[src/sv/csmv_fifo.sv]
// Generic first-word-fall-through queue built from registers.
// No dependencies.
module csmv_fifo #(
	parameter int WIDTH = 32,
	parameter int DEPTH = 4
) (
	input  logic                       clk,
	input  logic                       arst_n,
	input  logic                       wr_en,
	input  logic [WIDTH-1:0]           wdata,
	input  logic                       rd_en,
	output logic [WIDTH-1:0]           rdata,
	output logic                       is_empty,
	output logic                       is_full,
	output logic [$clog2(DEPTH+1)-1:0] count
);

	localparam int PW = $clog2(DEPTH);
	localparam int CW = $clog2(DEPTH + 1);

	logic [WIDTH-1:0] mem_q [DEPTH];
	logic [PW-1:0]    wr_ptr_q;
	logic [PW-1:0]    rd_ptr_q;
	logic [CW-1:0]    count_q;

	assign rdata    = mem_q[rd_ptr_q];
	assign count    = count_q;
	assign is_empty = (count_q == '0);
	assign is_full  = (count_q == CW'(DEPTH));

	always_ff @(posedge clk) begin
		if (wr_en) begin
			mem_q[wr_ptr_q] <= wdata;
		end
	end

	always_ff @(posedge clk or negedge arst_n) begin
		if (!arst_n) begin
			wr_ptr_q <= '0;
			rd_ptr_q <= '0;
			count_q  <= '0;
		end else begin
			if (wr_en) begin
				wr_ptr_q <= (wr_ptr_q == PW'(DEPTH - 1)) ? '0 : wr_ptr_q + 1'b1;
			end
			if (rd_en) begin
				rd_ptr_q <= (rd_ptr_q == PW'(DEPTH - 1)) ? '0 : rd_ptr_q + 1'b1;
			end
			if (wr_en && !rd_en) begin
				count_q <= count_q + 1'b1;
			end else if (rd_en && !wr_en) begin
				count_q <= count_q - 1'b1;
			end
		end
	end

endmodule

[config.mk]
export PLATFORM = sky130hd
export DESIGN_NAME = csmv_fifo
export DESIGN_NICKNAME = d
export VERILOG_FILES = /design/src/sv/csmv_fifo.sv
export SDC_FILE = /design/constraint.sdc
export NUM_CORES = 1
export LEC_CHECK = 0
export ABC_AREA = 1
export BUFFER_PORTS_ARGS = -buffer_cell sky130_fd_sc_hd__buf_2
export CORE_AREA = 2 2 109 111
export DETAILED_ROUTE_END_ITERATION = 8
export DIE_AREA = 0 0 111 113
export PLACE_DENSITY = 0.73
export SYNTH_ARGS = -nofsm -noshare
export SYNTH_HDL_FRONTEND = slang
export SYNTH_SLANG_ARGS = --single-unit
[constraint.sdc]
create_clock -name clk -period 3.5 [get_ports clk]
set_input_delay 0.35 -clock clk [delete_from_list [all_inputs] [get_ports clk]]
set_output_delay 0.35 -clock clk [all_outputs]
set_load 0.01 [all_outputs]
# ---- Word-level counts from Yosys, hierarchy flattened
# Memories as Yosys holds them, arrays and structs flattened.
# Index checks and enable logic that the tools add are counted.
dict set report totals {
  ram_bits 128
  input_bits 36
  n_memories 1
  register_bits 7
}
# name words width read_ports rd_ports_with_merged_regs write_ports line_no
set mem_list {}
lappend mem_list {mem_q 4 32 1 0 1 21} ;# logic [WIDTH-1:0] mem_q [DEPTH];
dict set report classes {
  eq_ne 3
  muxes 6
  n_addsub 4
  n_reduce_logical 6
}
# cell n
set ops {}
lappend ops {{$mux W3} 2}
lappend ops {{$add A2 B1 Y2 const B} 2}
lappend ops {{$eq A2 B2 Y1 const B} 2}
lappend ops {{$mux W2} 2}
lappend ops {{$add A3 B1 Y3 const B} 1}
lappend ops {{$eq A3 B3 Y1 const B} 1}
lappend ops {{$logic_not A3 Y1} 1}
lappend ops {{$sub A3 B1 Y3 const B} 1}
lappend ops {{$logic_and A1 B1 Y1} 2}
lappend ops {{$logic_not A1 Y1} 2}
lappend ops {{$mux W1} 2}
lappend ops {{$reduce_bool A2 Y1} 1}

# ---- Logic depth before layout (Yosys ltp)
dict set report logic_depth {
  depth_word 4
  depth_mapped 9
  ltp_nobuf 9
}

# ---- Worst setup path before layout
# OpenSTA, ideal clock, no wires.
dict set report synth_timing {
  path_type {register -> register}
  from {register wr_ptr_q[0]}
  to {memory mem_q[2][0] (enable)}
  stages_incl_launch_ff 5
  required_time_ps 3113
  setup_slack_ps 1820
  path_buffers 0
  arrival_ps 1294
  setup_ps 387
  path_cell_list {dfrtp_1 inv_1 ha_1 nand2_1 inv_1}
}
# element line_no
set synth_rtl {}
lappend synth_rtl {{start, declared} 22} ;# logic [PW-1:0] wr_ptr_q;
lappend synth_rtl {{start signal, assigned} 44} ;# wr_ptr_q <= (wr_ptr_q == PW'(DEPTH - 1)) ? '0 : wr_ptr_q + 1'b1;
lappend synth_rtl {{end, declared} 21}
# Straight into the memory's write port.

# ---- Final worst setup path
dict set report layout_timing {
  from {register rd_ptr_q[0]}
  to {output rdata[10]}
}
dict set report layout_via {
  elab_chain_cells 1
}
# element line_no
set layout_lines {}
lappend layout_lines {{start, declared} 23} ;# logic [PW-1:0] rd_ptr_q;
lappend layout_lines {{start signal, assigned} 47} ;# rd_ptr_q <= (rd_ptr_q == PW'(DEPTH - 1)) ? '0 : rd_ptr_q + 1'b1;
lappend layout_lines {{$mem_v2 Z4 W32} -}
lappend layout_lines {{end, declared} 12} ;# output logic [WIDTH-1:0] rdata,
# No other way between the ends.

==> results by group <==
Clocking
  – Worst-path clk slew: 0.05 ns
  – CTS Root Cell: clkbuf_16
  – Clock Sinks: 135
  – Num CTS Buffers: 17
  – Hold-fix buffers at CTS: 1
  – H-tree levels: 4
  – # resized after CTS: 0
  – Setup Buffers After CTS: 0
  – Clk Latency, worst-skew pair: 0.41 ns
  – CTS max path bufs: 2
  – CTS tree: done

STA
  – Slew @ Worst Pin: 1.16 ns
  – Setup Viol. Count Final: 0
  – Final Hold Fails: 0
  – Final setup skew: 0.00576 ns
  – Final WS setup: 0.884 ns
  – Final worst path period need: 2.62 ns
  – Peak Freq: 0.382 GHz
  – RSZ-0062 raised after global routing: false
  – Crit share post-route: 74.8%
  – Setup TNS: 0 ns
  – Slew Viols, Final: 0
  – Slew margin rel.: 23.0%

Critical path
  – Worst Path Required: 3.15 ns
  – CP most frequent cell: nand2_1
  – CP Capture Type: output port
  – Critical path's top delay family: buffers and inverters
  – Worst Setup Path Type: flop to output port
  – Max Fanout on Critical Path: 129
  – Reg-to-Reg End: mem_q[2][18]$_DFFE_PP_
  – Critical Path Start Type: flop
  – Worst Path Buf+Inv: 2
  – R2r worst-path depth: 4
  – R2r startpoint: wr_ptr_q[0]$_DFFE_PN0P_
  – CP max stage delay: 0.80 ns
  – Worst EP arrival: 2.27 ns
  – Worst path cell trace: inv_4, nand2_1, o211ai_1, nand2_1, buf_2
  – CP startpoint: rd_ptr_q[0]$_DFFE_PN0P_
  – CP max stage cell: inv_4
  – FF-to-FF setup slack: 1.76 ns

Cells and area
  – Final core utilization: 58.2%
  – Final design area excluding fillers: 6560 um2
  – Area delta synth->final: 18.0%
  – Final Instance Count excl. Fillers: 655
  – Ant. Diodes: 0
  – Footprint of the multi-input gates: 1050 um2
  – Sequential Area: 4020 um2
  – Layout cell share with drive strength beyond 1: 21.1%
  – Final #Nets: 542
  – Fill cell instance count of the final layout: 899

Placed design
  – Placed Cells: 622
  – DP Area: 5910 um2
  – Final HPWL DP: 5830 um
  – Pre-CTS setup slack: 1.35 ns
  – Routability congestion estimate: 0.690
  – Port Buffer Count: 72

Detailed routing
  – M1 WL: 4230 um
  – Via count: 3293
  – First DRT Iteration DRCs: 283
  – Via density per instance: 5.03
  – DRC Markers: 0
  – Post-Route WL: 10100 um
  – Avg WL per Cell: 15.5 um
  – Pre-antenna DRT Iters: 4
  – Post-route ant nets: 0
  – Routed met2 length: 5120 um
  – Met3 routed WL: 680 um
  – Top sig layer: met4

Power and ir drop
  – Peak supply drop: 0.000350 V
  – PD cells: 852 nW/um2
  – Leakage: 2.74 nW

Logic synthesis
  – Dominant cells by area after synthesis: edfxtp_1, o211ai_1, nand2_1, inv_1, dfrtp_1
  – EDFF count, synth: 128
  – Count leader, synth: edfxtp_1
  – Synthesized flop and latch total: 135
  – Syn avg cell area: 13.0 um2
  – Post-Synthesis Cells: 426
  – Synth async-reset ratio: 5.19%
  – Synth cell count leaders: edfxtp_1, nand2_1, inv_1
  – Dominant synthesized flop cell: edfxtp_1
  – Post-Syn Area: 5560 um2
  – YS warnings: 0
  – Synth top area share: 69.1%
  – Register area share after synthesis: 72.3%
  – Top cell type by total area after synthesis: edfxtp_1
  – Mapped Nets: 469
  – Synth unique cells: 18

Worst hold path
  – Hold Path Depth: 1
  – Worst hold path type: input port to flop
  – HP Start: wdata[7]
  – Hold EP: mem_q[2][7]$_DFFE_PP_

GRT
  – Largest net degree at the start of global routing: 130
  – Gr usage total: 17.3%
  – Grt total ovfl: 0
  – Global-route wire length before repair: 16300 um
  – Vias in the first global route: 3334
  – Initial antenna violation count: 0

Floorplan
  – Io pins: 73
  – Core area: 11300 um2
  – DIE AREA: 12500 um2
  – Initial Util: 49.3%
  – Die height: 113 um
  – Die X: 111 um
  – Core Rows: 39

Job
  – Max-cap violation count: 0

Status
  – Status: finished clean
==> stage by stage <==
step	power, mW	hold WS, ns
floorplan	3.32	0.0544
global placement	3.71	0.196
detailed placement	3.77	0.193
CTS	5.65	0.135
global route	5.91	0.134
finish	5.59	0.146
==> report_power, final <==
part / internal, mW / leakage (nW) / switching, mW / total (mW)
registers: 2.08 / 1.26 / 0.0938 / 2.18
logic: 0.513 / 1.17 / 1.03 / 1.54
clock network: 1.26 / 0.310 / 0.608 / 1.87
==> flip-flops by register name (all words and copies together), names as in the netlist <==
| register | cells |
|---|---|
| count | 3 |
| mem_q | 128 |
| wr_ptr_q | 2 |
| rd_ptr_q | 2 |
==> cells in the final DEF, fill, tap and decap left out <==
cell type	count
inv_4	1
nor3_1	2
clkinvlp_4	1
o21ai_0	4
bufinv_16	4
o211ai_1	64
nand3_1	1
fa_1	1
xnor2_1	1
dfrtp_1	7
nand2_1	111
nand4_1	1
clkbuf_1	3
nor2_1	2
clkbuf_8	4
ha_1	6
inv_1	72
clkinv_2	3
buf_4	2
buf_2	72
dlygate4sd3_1	1
edfxtp_1	128
clkbuf_16	17
inv_2	4
==> per-layer routing <==
| metal | vias up | GRT usage (%) |
|---|---|---|
| met3 | 7 | 7.66 |
| met1 | 1594 | 20.0 |
| met5 | - | 0 |
| li1 | 1615 | - |
| met2 | 77 | 28.5 |
| met4 | 0 | 6.58 |
==> final cells by class <==
cell class | instances | area share, %
flip-flops and latches | 135 | 61.3
well taps | 143 | 2.73
clock inverters | 8 | 2.17
repair buffers | 75 | 5.88
multi-input cells | 193 | 16.0
inverters | 77 | 4.44
clock buffers | 24 | 7.50
==> worst max-delay path by stage <==
| stage | endpoint | slack (ns) | cells past startpoint |
|---|---|---|---|
| finish | rdata[10] | 0.88 | 5 |
| CTS | rdata[0] | 0.88 | 5 |
| floorplan | mem_q[2][0]$_DFFE_PP_ | 1.82 | 4 |
| global placement | rdata[4] | 1.46 | 5 |
| detailed placement | rdata[0] | 1.35 | 5 |
| global route | rdata[17] | 0.66 | 5 |
==> cell families (layout without fill, tap and decap cells) <==
kind of cell | after synthesis | in the layout | share of synthesized area [%]
adder cells (fa/ha/maj) | 7 | 7 | 1.71
XOR/XNOR | 1 | 1 | 0.158
AND/OR/NAND/NOR | 117 | 117 | 8.01
AO/OA/AOI/OAI | 68 | 68 | 9.00
buffers and inverters | 98 | 184 | 8.82
flip-flops | 135 | 135 | 72.3
(Power assumes the default switching activity.)
